==> src/hw/rtl/ac_pkg.sv <==
`default_nettype none
package ac_pkg;

    // controller to datapath command
    typedef logic [4:0] t_cmd;

    localparam t_cmd CMD_NOP       = 5'd0;
    localparam t_cmd CMD_LOAD      = 5'd1;
    localparam t_cmd CMD_SWEEP     = 5'd2;
    localparam t_cmd CMD_SWEND     = 5'd3;
    localparam t_cmd CMD_INS_RD    = 5'd4;
    localparam t_cmd CMD_INS_WR    = 5'd5;
    localparam t_cmd CMD_M_RD      = 5'd6;
    localparam t_cmd CMD_M_FAIL    = 5'd7;
    localparam t_cmd CMD_M_FTAKE   = 5'd8;
    localparam t_cmd CMD_M_TAG     = 5'd9;
    localparam t_cmd CMD_M_END     = 5'd10;
    localparam t_cmd CMD_M_MISS    = 5'd11;
    localparam t_cmd CMD_C_INIT    = 5'd12;
    localparam t_cmd CMD_C_POP     = 5'd13;
    localparam t_cmd CMD_C_PTAKE   = 5'd14;
    localparam t_cmd CMD_C_CRD     = 5'd15;
    localparam t_cmd CMD_C_CHILD   = 5'd16;
    localparam t_cmd CMD_C_FTAKE   = 5'd17;
    localparam t_cmd CMD_C_WRD     = 5'd18;
    localparam t_cmd CMD_C_SETLINK = 5'd19;
    localparam t_cmd CMD_C_FAIL    = 5'd20;
    localparam t_cmd CMD_C_WLINK   = 5'd21;
    localparam t_cmd CMD_C_NEXT    = 5'd22;
    localparam t_cmd CMD_C_DONE    = 5'd23;

    // operation codes of the func field
    localparam logic [1:0] FUNC_CLEAR   = 2'd0;
    localparam logic [1:0] FUNC_INSERT  = 2'd1;
    localparam logic [1:0] FUNC_COMPILE = 2'd2;
    localparam logic [1:0] FUNC_MATCH   = 2'd3;

    // datapath to controller status
    typedef struct packed {
        logic child_zero;
        logic u_root;
        logic uf_root;
        logic hops_lim;
        logic q_empty;
        logic ch_last;
        logic sweep_last;
    } t_sts;

endpackage
`default_nettype wire

==> src/hw/rtl/ac_ctrl.sv <==
`default_nettype none
module ac_ctrl (
    input  wire logic          i_clk,
    input  wire logic          i_rst_n,
    input  wire logic          i_in_valid,
    input  wire logic [1:0]    i_in_func,
    output logic               o_in_ready,
    output logic               o_out_valid,
    input  wire logic          i_out_ready,
    input  wire ac_pkg::t_sts  i_sts,
    output ac_pkg::t_cmd       o_cmd
);

    localparam logic [4:0] S_SWEEP   = 5'd0;
    localparam logic [4:0] S_SWEND   = 5'd1;
    localparam logic [4:0] S_IDLE    = 5'd2;
    localparam logic [4:0] S_OUT     = 5'd3;
    localparam logic [4:0] S_INS_RD  = 5'd4;
    localparam logic [4:0] S_INS_WR  = 5'd5;
    localparam logic [4:0] S_M_RD    = 5'd6;
    localparam logic [4:0] S_M_CHK   = 5'd7;
    localparam logic [4:0] S_M_FTAKE = 5'd8;
    localparam logic [4:0] S_M_END   = 5'd9;
    localparam logic [4:0] S_C_INIT  = 5'd10;
    localparam logic [4:0] S_C_POP   = 5'd11;
    localparam logic [4:0] S_C_PTAKE = 5'd12;
    localparam logic [4:0] S_C_CRD   = 5'd13;
    localparam logic [4:0] S_C_CCHK  = 5'd14;
    localparam logic [4:0] S_C_FTAKE = 5'd15;
    localparam logic [4:0] S_C_WRD   = 5'd16;
    localparam logic [4:0] S_C_WCHK  = 5'd17;
    localparam logic [4:0] S_C_WLINK = 5'd18;

    logic [4:0] r_state, n_state;
    logic       r_reply, n_reply;

    always_ff @(posedge i_clk) begin
        if (!i_rst_n) begin
            r_state <= S_SWEEP;
            r_reply <= 1'b0;
        end else begin
            r_state <= n_state;
            r_reply <= n_reply;
        end
    end

    always_comb begin
        n_state     = r_state;
        n_reply     = r_reply;
        o_cmd       = ac_pkg::CMD_NOP;
        o_in_ready  = 1'b0;
        o_out_valid = 1'b0;
        case (r_state)
            S_SWEEP: begin
                o_cmd = ac_pkg::CMD_SWEEP;
                if (i_sts.sweep_last) n_state = S_SWEND;
            end
            S_SWEND: begin
                o_cmd   = ac_pkg::CMD_SWEND;
                n_state = r_reply ? S_OUT : S_IDLE;
            end
            S_IDLE: begin
                o_in_ready = 1'b1;
                if (i_in_valid) begin
                    o_cmd = ac_pkg::CMD_LOAD;
                    case (i_in_func)
                        ac_pkg::FUNC_CLEAR: begin
                            n_state = S_SWEEP;
                            n_reply = 1'b1;
                        end
                        ac_pkg::FUNC_INSERT:  n_state = S_INS_RD;
                        ac_pkg::FUNC_COMPILE: n_state = S_C_INIT;
                        default:              n_state = S_M_RD;
                    endcase
                end
            end
            S_OUT: begin
                o_out_valid = 1'b1;
                if (i_out_ready) n_state = S_IDLE;
            end
            S_INS_RD: begin
                o_cmd   = ac_pkg::CMD_INS_RD;
                n_state = S_INS_WR;
            end
            S_INS_WR: begin
                o_cmd   = ac_pkg::CMD_INS_WR;
                n_state = S_OUT;
            end
            S_M_RD: begin
                o_cmd   = ac_pkg::CMD_M_RD;
                n_state = S_M_CHK;
            end
            S_M_CHK: begin
                if (i_sts.child_zero && !i_sts.u_root && !i_sts.hops_lim) begin
                    o_cmd   = ac_pkg::CMD_M_FAIL;
                    n_state = S_M_FTAKE;
                end else if (i_sts.child_zero) begin
                    o_cmd   = ac_pkg::CMD_M_MISS;
                    n_state = S_OUT;
                end else begin
                    o_cmd   = ac_pkg::CMD_M_TAG;
                    n_state = S_M_END;
                end
            end
            S_M_FTAKE: begin
                o_cmd   = ac_pkg::CMD_M_FTAKE;
                n_state = S_M_RD;
            end
            S_M_END: begin
                o_cmd   = ac_pkg::CMD_M_END;
                n_state = S_OUT;
            end
            S_C_INIT: begin
                o_cmd   = ac_pkg::CMD_C_INIT;
                n_state = S_C_POP;
            end
            S_C_POP: begin
                if (i_sts.q_empty) begin
                    o_cmd   = ac_pkg::CMD_C_DONE;
                    n_state = S_OUT;
                end else begin
                    o_cmd   = ac_pkg::CMD_C_POP;
                    n_state = S_C_PTAKE;
                end
            end
            S_C_PTAKE: begin
                o_cmd   = ac_pkg::CMD_C_PTAKE;
                n_state = S_C_CRD;
            end
            S_C_CRD: begin
                o_cmd   = ac_pkg::CMD_C_CRD;
                n_state = S_C_CCHK;
            end
            S_C_CCHK: begin
                if (i_sts.child_zero) begin
                    o_cmd   = ac_pkg::CMD_C_NEXT;
                    n_state = i_sts.ch_last ? S_C_POP : S_C_CRD;
                end else begin
                    o_cmd   = ac_pkg::CMD_C_CHILD;
                    n_state = i_sts.u_root ? S_C_WLINK : S_C_FTAKE;
                end
            end
            S_C_FTAKE: begin
                o_cmd   = ac_pkg::CMD_C_FTAKE;
                n_state = S_C_WRD;
            end
            S_C_WRD: begin
                o_cmd   = ac_pkg::CMD_C_WRD;
                n_state = S_C_WCHK;
            end
            S_C_WCHK: begin
                if (!i_sts.child_zero) begin
                    o_cmd   = ac_pkg::CMD_C_SETLINK;
                    n_state = S_C_WLINK;
                end else if (i_sts.uf_root || i_sts.hops_lim) begin
                    n_state = S_C_WLINK;
                end else begin
                    o_cmd   = ac_pkg::CMD_C_FAIL;
                    n_state = S_C_FTAKE;
                end
            end
            S_C_WLINK: begin
                o_cmd   = ac_pkg::CMD_C_WLINK;
                n_state = i_sts.ch_last ? S_C_POP : S_C_CRD;
            end
            default: n_state = S_SWEEP;
        endcase
    end

endmodule
`default_nettype wire

==> config.mk <==
export PLATFORM = sky130hd
export DESIGN_NAME = ac_ctrl
export DESIGN_NICKNAME = d
export VERILOG_FILES = /design/src/hw/rtl/ac_pkg.sv /design/src/hw/rtl/ac_ctrl.sv
export SDC_FILE = /design/constraint.sdc
export NUM_CORES = 1
export LEC_CHECK = 0
export BUFFER_PORTS_ARGS = -buffer_cell sky130_fd_sc_hd__clkbuf_2
export CORE_MARGIN = 2
export CORE_UTILIZATION = 55
export DETAILED_ROUTE_END_ITERATION = 7
export GPL_TIMING_DRIVEN = 0
export PLACE_DENSITY = 0.85
export SYNTH_ARGS = -nofsm -noshare
export SYNTH_HDL_FRONTEND = slang
export SYNTH_SLANG_ARGS = --single-unit
==> constraint.sdc <==
create_clock -name i_clk -period 3.4 [get_ports i_clk]
set_clock_uncertainty 0.2 [all_clocks]
set_input_delay 0.17 -clock i_clk [delete_from_list [all_inputs] [get_ports i_clk]]
set_output_delay 0.17 -clock i_clk [all_outputs]
set_load 0.005 [all_outputs]
==> flow_metrics.tcl, run 1 <==
set metrics [dict create \
    ios 20 \
    finalHoldViolCount 0 \
    slew-limit-headroom 0.683 \
    netlist_instances 134 \
    path_depth 7 \
    r2r_slack_ns 1.41 \
    worstSetupEndpoint "o_cmd[0]" \
    setup_viol 0 \
    tns_ns 0 \
    gp_routability_congestion 0.928 \
    drt_first_pass_iters 4 \
    max_cap_violations 0 \
    wire_per_inst_um 16.3 \
    dieWidth_um 44.2 \
    crit_type "register to primary output" \
    placed_cell_area_sq_mm 0.00100 \
    crit_start "r_state[2]$_SDFFE_PN0P_" \
    rr_startpoint "r_state[2]$_SDFFE_PN0P_" \
    netlist_area_sq_um 888 \
    hold_ws_ns 0.102 \
    antenna_found_initial 0 \
    status "finished clean" \
    drtAntennaViolNets 0 \
    post_drt_via_cell_ratio 6.82 \
    rr_worst_depth 5 \
    synth-seq-cells 6 \
    crit_buf_inv 3 \
    hp-class "input pin to register" \
    drt_iter0_markers 58 \
    fin_nets 172 \
    cts_sinks 6 \
    die_h_um 44.2 \
    clock_latency_ns 0.25 \
    finalCriticalPeriod_ns 2.36 \
    grt.total_usage 0.334 \
    cts-buffers-inserted 3 \
    crit_family "buffers and inverters" \
    most-common-layout-cells "clkbuf_2, nor2_1, a21oi_1, o21ai_0, nand2_1" \
    grt_pass1_vias 1104 \
    ir_drop_mv 0.232 \
    route.detailed.drc 0 \
    htreeDepth 1 \
    yosys_warnings 0 \
    rsz0062_at_grt "false" \
    diodes 0 \
    cts_resized 0 \
    grt_pass1_wl_um 4800 \
    start_kind "register" \
    core_sq_mm 0.00151 \
    hpwl_um 2080 \
    root_buffer "clkbuf_4" \
    synth.yosys.seq_area_share 0.135 \
    io_buffers 19 \
    final_common_cell "clkbuf_2" \
    hold_buffers 1 \
    end_kind "primary output" \
    slew_viol_final 0 \
    crit_fanout 10 \
    critPathSlowestCell "dfxtp_1" \
    overflow 0 \
    post-cts-setup-buffers 0 \
    fin_area_sq_mm 0.00104 \
    worstMarginPinSlew_ns 0.464 \
    dieArea_sq_mm 0.00195 \
    critical_path.max_stage_delay_ns 0.44 \
    reg2reg_to "r_state[2]$_SDFFE_PN0P_" \
    max_freq_ghz 0.424 \
    power_mw 0.432 \
    start_util 0.590 \
    cts_tree "built" \
    yosys.cell_types.count 47 \
    avgSynthCellArea_sq_um 6.63 \
    grt_max_degree 11 \
    worstPathRequired_ns 3.03 \
    wl_um 2830 \
    period_share 0.694 \
    row_count 14 \
    num_vias 1180 \
    drive_gt1_frac 0.210 \
    syn_to_final_growth_pct 16.6 \
    syn-num-nets 147 \
    crit_chain "clkbuf_1, buf_1, a21oi_1, o32ai_1, nand2_1, o41ai_1, clkbuf_2" \
    clockBufferDepth 2 \
    arrival_ns 1.99 \
    path_clk_slew_ns 0.05 \
    p_per_area_mw_per_mm2 417 \
    p_leak_nw 0.409 \
]
## metrics by stage
stage	instances	utilization	setup slack, ns
after floorplan	134	-	1.69
after global placement	169	0.666	1.41
after detailed placement	169	0.666	1.34
after CTS	173	0.688	1.07
after global routing	173	0.688	0.837
final	173	0.688	1.04
## worst reg2reg max path: cells and delay by family, from the launching register on
| family | cells | cell delay, ns |
|---|---|---|
| AO/OA/AOI/OAI | 2 | 0.37 |
| buffers and inverters | 2 | 0.77 |
| flip-flops | 1 | 0.44 |
| AND/OR/NAND/NOR | 1 | 0.09 |
## power by group
part           switching (mW)  internal, mW
combinational           0.161         0.105
clock                  0.0276        0.0400
sequential             0.0168        0.0818
## flip-flops by register name (all words and copies together) (netlist names)
name and count:
r_reply 1, r_state 5
## synthesized netlist by cell type, drive strengths merged
cell	count	share of area
a31oi	5	0.035
clkbuf	6	0.025
or3b	1	0.0099
and3b	1	0.0099
nand4bb	1	0.013
mux2	1	0.013
dfxtp	6	0.14
o211ai	2	0.017
a221oi	1	0.0099
o21a	5	0.042
nand3	3	0.017
buf	9	0.058
o31ai	2	0.032
o41ai	1	0.0099
nor2	12	0.051
nand2	10	0.045
maj3	1	0.011
a32oi	1	0.0099
o21ai	12	0.068
nor4bb	1	0.011
and2	1	0.0070
or4	1	0.0085
or3	1	0.0070
a21oi	12	0.068
nor4b	1	0.0099
nor2b	4	0.028
a2111oi	1	0.0099
a211oi	3	0.031
nor3	6	0.034
nor3b	1	0.0085
nand2b	4	0.028
nor4	1	0.0070
inv	5	0.021
o22ai	2	0.014
o211a	1	0.011
o32ai	2	0.020
o21bai	2	0.017
nand3b	1	0.0085
o32a	1	0.011
o22a	2	0.020
a22oi	1	0.0085
## cells by family (layout without fill, tap and decap cells)
logic type	after synthesis	in the layout	synth area share
and+or+nand+nor	50	50	0.303
adders and majority gates	1	1	0.0113
AOI/OAI and AO/OA	56	56	0.434
buffers and inverters	20	43	0.104
muxes	1	1	0.0127
DFF	6	6	0.135
## worst min-delay path by stage
stage                     startpoint                       to  depth (start not counted)
final                       i_sts[1]  r_state[2]$_SDFFE_PN0P_                          4
after global routing        i_sts[1]  r_state[2]$_SDFFE_PN0P_                          4
after CTS                   i_sts[1]  r_state[2]$_SDFFE_PN0P_                          4
after detailed placement     i_rst_n     r_reply$_SDFFE_PN0P_                          2
after global placement       i_rst_n     r_reply$_SDFFE_PN0P_                          2
after floorplan              i_rst_n     r_reply$_SDFFE_PN0P_                          1
## area by class of cell
cell class	count	area, sq um
inverter	5	18.8
fill	133	470
multi-input combinational	108	676
tap	16	20.0
buffer	15	73.8
timing repair buffer	20	105
sequential	6	120
clock buffer	3	22.5
## metal layers
metal,wire length [um],vias up,share of wire,GRT usage
met5,0,-,0,0
met4,119,0,0.042,0.242
met3,252,15,0.089,0.0694
met2,1380,83,0.49,0.532
met1,1070,528,0.38,0.394
li1,-,554,-,-
No activity file was read; power rests on OpenSTA's default activity.
==> run 2: changes to the inputs <==
Settings changed: CORE_ASPECT_RATIO set to 1.25, CORE_UTILIZATION 55 to 48, PLACE_DENSITY 0.85 to 0.79.
Clock period 3.4 ns to 2.15 ns, I/O delays scaled along.
==> flow_metrics.tcl, run 2 (synthesized netlist as in run 1, its figures left out) <==
set metrics [dict create \
    finalHoldViolCount 0 \
    finalCriticalPeriod_ns 2.01 \
    p_leak_nw 0.431 \
    clock_latency_ns 0.24 \
    top_register "r_state" \
    gp_routability_congestion 0.936 \
    worstPathRequired_ns 1.84 \
    post-route-util 0.600 \
    hold_start "i_sts[1]" \
    root_buffer "clkbuf_4" \
    tns_ns 0 \
    period_share 0.934 \
    grt_pass1_wl_um 4500 \
    ir_drop_mv 0.302 \
    post_drt_via_cell_ratio 6.55 \
    die_h_um 52.1 \
    r2r_slack_ns 0.32 \
    hold_depth 4 \
    rr_startpoint "r_state[3]$_SDFFE_PN0P_" \
    p_per_area_mw_per_mm2 648 \
    rsz0062_at_grt "false" \
    max_freq_ghz 0.498 \
    clockBufferDepth 2 \
    cts_sinks 6 \
    grt_pass1_vias 1020 \
    diodes 0 \
    placed_cell_area_sq_mm 0.00101 \
    n_fill_cell 178 \
    drt_iter0_markers 63 \
    dieArea_sq_mm 0.00221 \
    rr_worst_depth 6 \
    wire_per_inst_um 15.5 \
    crit_start "r_state[1]$_SDFFE_PN0P_" \
    htreeDepth 1 \
    start_kind "register" \
    hpwl_um 2040 \
    io_buffers 19 \
    hold_end "r_state[2]$_SDFFE_PN0P_" \
    grt_max_degree 11 \
    slew-limit-headroom 0.674 \
    num_vias 1152 \
    drt_first_pass_iters 4 \
    largest_register_ffs 5 \
    crit_fanout 10 \
    drive_gt1_frac 0.255 \
    route.detailed.drc 0 \
    fin_area_sq_mm 0.00106 \
    setup_viol 0 \
    most-common-layout-cells "clkbuf_2, nor2_1, o21ai_0" \
    dieWidth_um 42.5 \
    hp-class "input pin to register" \
    core_sq_mm 0.00177 \
    worstMarginPinSlew_ns 0.476 \
    crit_type "register to primary output" \
    post-cts-setup-buffers 0 \
    status "finished clean" \
    end_kind "primary output" \
    grt.total_usage 0.265 \
    arrival_ns 1.70 \
    start_util 0.503 \
    path_clk_slew_ns 0.04 \
    max_cap_violations 0 \
    fin_nets 172 \
    final_common_cell "clkbuf_2" \
    syn_to_final_growth_pct 19.2 \
    reg2reg_to "r_state[3]$_SDFFE_PN0P_" \
    row_count 17 \
    overflow 0 \
    cts-buffers-inserted 3 \
    reg_top3 "r_state (5), r_reply (1)" \
    wl_um 2740 \
    ios 20 \
    slew_viol_final 0 \
    cts_tree "built" \
    antenna_found_initial 0 \
    drtAntennaViolNets 0 \
]
[run 2: changes by cell type in the layout (fill, tap and decap cells not counted)]
cell,before,now
clkbuf_1,6,2
clkbuf_2,19,22
clkbuf_4,3,6
buf_1,2,0
a21oi_1,12,11
a21oi_2,0,1
[run 2: worst max-delay path by stage]
| stage | to | slack [ns] | depth (start not counted) |
|---|---|---|---|
| after detailed placement | o_cmd[0] | 0.15 | 7 |
| after global placement | o_cmd[0] | 0.21 | 7 |
| after global routing | o_cmd[4] | 0.01 | 7 |
| after CTS | o_cmd[4] | 0.05 | 6 |
| final | o_cmd[0] | 0.14 | 7 |
| after floorplan | r_state[0]$_SDFFE_PN0P_ | 0.44 | 6 |
[run 2: layout make-up]
class | instances | area (sq um) | share of cell area
Sequential cell | 6 | 120 | 0.113
Inverter | 5 | 18.8 | 0.0177
Tap cell | 19 | 23.8 | 0.0225
Multi-Input combinational cell | 108 | 679 | 0.642
Clock buffer | 3 | 22.5 | 0.0213
Buffer | 15 | 88.8 | 0.0839
Timing Repair Buffer | 20 | 105 | 0.0993
[run 2: stage by stage]
stage / hold slack (ns) / instances / power [mW] / setup slack, ns
finish: 0.0573 / 176 / 0.686 / 0.143
CTS: 0.0435 / 176 / 0.674 / 0.0462
global placement: 0.166 / 172 / 0.553 / 0.213
detailed placement: 0.174 / 172 / 0.565 / 0.151
floorplan: 0.0250 / 134 / 0.446 / 0.444
global route: 0.0604 / 176 / 0.739 / 0.0143
[run 2: critical path, stage by stage, from the launching register on]
cell and delay, ns:
dfxtp_1 0.44, clkbuf_4 0.25, clkbuf_4 0.23, a21oi_1 0.08
o32ai_1 0.13, nand2_1 0.09, o41ai_1 0.06, clkbuf_2 0.17
[run 2: metal layers]
layer	vias up	global-route usage	wire length [um]
met1	540	0.328	1160
met3	8	0.0139	160
met2	54	0.444	1350
met4	0	0.172	58
met5	-	0	0
li1	550	-	-
[run 2: repair_timing]
action | in CTS | in global routing
cloned | 0 | 0
gates resized for setup | 3 | 11
hold buffers | 1 | 0
endpoints found under the setup margin | 2 | 5
hold endpoints to repair | 5 | 0
[run 2: where the power goes]
| group | leakage [nW] | total, mW | internal [mW] | switching, mW |
|---|---|---|---|---|
| sequential | 0.0488 | 0.155 | 0.129 | 0.0257 |
| combinational | 0.368 | 0.431 | 0.178 | 0.253 |
| clock | 0.0138 | 0.0998 | 0.0629 | 0.0369 |
==> run 3: changes to the inputs <==
--- a/config.mk
+++ b/config.mk
@@ -7,2 +7,3 @@
 export LEC_CHECK = 0
+export ABC_CLOCK_PERIOD_IN_PS = 2150
 export BUFFER_PORTS_ARGS = -buffer_cell sky130_fd_sc_hd__clkbuf_2
--- a/constraint.sdc
+++ b/constraint.sdc
@@ -4,2 +4,2 @@
 set_output_delay 0.1075 -clock i_clk [all_outputs]
-set_load 0.005 [all_outputs]
+set_load 0.1 [all_outputs]
==> flow_metrics.tcl, run 3 (synthesized netlist as in run 1, its figures left out) <==
set metrics [dict create \
    rr_worst_depth 6 \
    drtAntennaViolNets 0 \
    clockBufferDepth 2 \
    cts_tree "built" \
    most-common-layout-cells "clkbuf_2, nor2_1, nand2_1" \
    power_frac_comb 0.740 \
    r2r_slack_ns 0.30 \
    swShare 0.562 \
    p_per_area_mw_per_mm2 834 \
    critical_path.max_stage_delay_ns 0.36 \
    arrival_ns 1.78 \
    root_buffer "clkbuf_4" \
    final_common_cell "clkbuf_2" \
    drt_first_pass_iters 4 \
    htreeDepth 1 \
    hold_ws_ns 0.0606 \
    hold_start "i_in_func[1]" \
    internal-power_mw 0.440 \
    diodes 0 \
    post-route-util 0.683 \
    setup_viol 0 \
    crit_type "register to primary output" \
    grt_pass1_wl_um 4680 \
    crit_start "r_state[0]$_SDFFE_PN0P_" \
    hpwl_um 2090 \
    gp_routability_congestion 0.932 \
    grt.total_usage 0.278 \
    row_count 17 \
    grt_pass1_vias 1007 \
    grt_max_degree 11 \
    clock_latency_ns 0.24 \
    crit_buf_inv 2 \
    overflow 0 \
    core_sq_mm 0.00177 \
    rsz0062_at_grt "false" \
    path_clk_slew_ns 0.04 \
    cts-buffers-inserted 3 \
    dieWidth_um 42.5 \
    worstPathRequired_ns 1.84 \
    critPathSlowestCell "maj3_1" \
    reg_top3 "r_state (5), r_reply (1)" \
    ir_drop_mv 0.730 \
    p_sw_mw 0.565 \
    route.detailed.drc 0 \
    slew-limit-headroom 0.641 \
    die_h_um 52.1 \
    wl_um 2870 \
    hold_depth 3 \
    antenna_found_initial 0 \
    dieArea_sq_mm 0.00221 \
    io_buffers 19 \
    largest_register_ffs 5 \
    start_util 0.503 \
    crit_chain "buf_4, maj3_1, o32a_1, o21ai_2, clkbuf_8" \
    worstMarginPinSlew_ns 0.540 \
    wire_per_inst_um 16.2 \
    top_register "r_state" \
    num_vias 1142 \
    seq_power_share 0.158 \
    end_kind "primary output" \
    post_drt_via_cell_ratio 6.45 \
    p_leak_nw 0.472 \
    finalHoldViolCount 0 \
    syn_to_final_growth_pct 35.8 \
    drt_iter0_markers 50 \
    fin_nets 173 \
    hp-class "input pin to register" \
    max_freq_ghz 0.480 \
    hold_end "r_state[3]$_SDFFE_PN0P_" \
    crit_fanout 10 \
    rr_startpoint "r_state[3]$_SDFFE_PN0P_" \
    drive_gt1_frac 0.348 \
    n_fill_cell 171 \
    max_cap_violations 0 \
    cts_sinks 6 \
    ios 20 \
    crit_family "buffers and inverters" \
    status "finished clean" \
    finalCriticalPeriod_ns 2.09 \
    start_kind "register" \
    p_clk_frac 0.102 \
    slew_viol_final 0 \
    reg2reg_to "r_state[0]$_SDFFE_PN0P_" \
    period_share 0.970 \
]
-- run 3: cell count changes in the layout (fill, tap and decap cells not counted), moves of 3 or more --
cell and delta:
clkbuf_2 -8, o21ai_2 +3, a21oi_1 -3, o21ai_0 -5
buf_4 +3
-- run 3: power by group through the flow --
stage,Clock [mW],Sequential (mW),Combinational (mW)
after global routing,0.112,0.160,0.788
after floorplan,0,0.148,0.549
after detailed placement,0,0.156,0.658
after CTS,0.103,0.156,0.711
final,0.102,0.159,0.744
after global placement,0,0.156,0.648
-- run 3: how the worst max path moves through the flow --
stage | endpoint | slack [ns] | cells past startpoint
detailed placement | o_cmd[0] | -0.26 | 7
CTS | o_cmd[0] | -0.002 | 7
global route | o_cmd[2] | 0.001 | 7
finish | o_cmd[1] | 0.06 | 5
global placement | o_cmd[0] | -0.22 | 7
floorplan | o_cmd[0] | -0.13 | 3
-- run 3: routing by layer --
metal	part of all wire	track usage	wire (um)
met1	0.39	0.335	1120
met2	0.54	0.492	1540
met3	0.048	0.0243	137
met4	0.023	0.130	65
met5	0	0	0
-- run 3: worst reg2reg max path, stage by stage (launching register included) --
cell and delay [ns]:
dfxtp_1 0.29, buf_2 0.15, or3_1 0.31, clkbuf_1 0.18, or4_1 0.42, nand3_1 0.11
a211oi_2 0.05
-- run 3: per-stage QoR --
step	cells	setup WS (ns)	total power, mW	cell area [sq um]	setup TNS, ns
floorplan	134	-0.127	0.697	942	-0.127
global placement	172	-0.220	0.804	1060	-0.413
detailed placement	172	-0.261	0.814	1060	-0.498
CTS	176	-0.00197	0.970	1150	-0.00197
global route	177	0.00121	1.06	1210	0
finish	177	0.0646	1.01	1210	0
-- run 3: area by class of cell --
type / count / area [sq um] / share of cell area
buffer: 15 / 97.6 / 0.0809
tap: 19 / 23.8 / 0.0197
clock buffer: 3 / 22.5 / 0.0187
timing repair buffer: 21 / 170 / 0.141
sequential: 6 / 123 / 0.102
inverter: 5 / 18.8 / 0.0156
multi-input combinational: 108 / 751 / 0.622
-- run 3: what timing repair did --
action,in CTS,in global routing
setup buffers,0,1
pin swaps,0,0
setup endpoints to repair,5,6
resized for setup,21,20
hold buffers,1,0
cloned,0,0
hold endpoints to repair,5,0
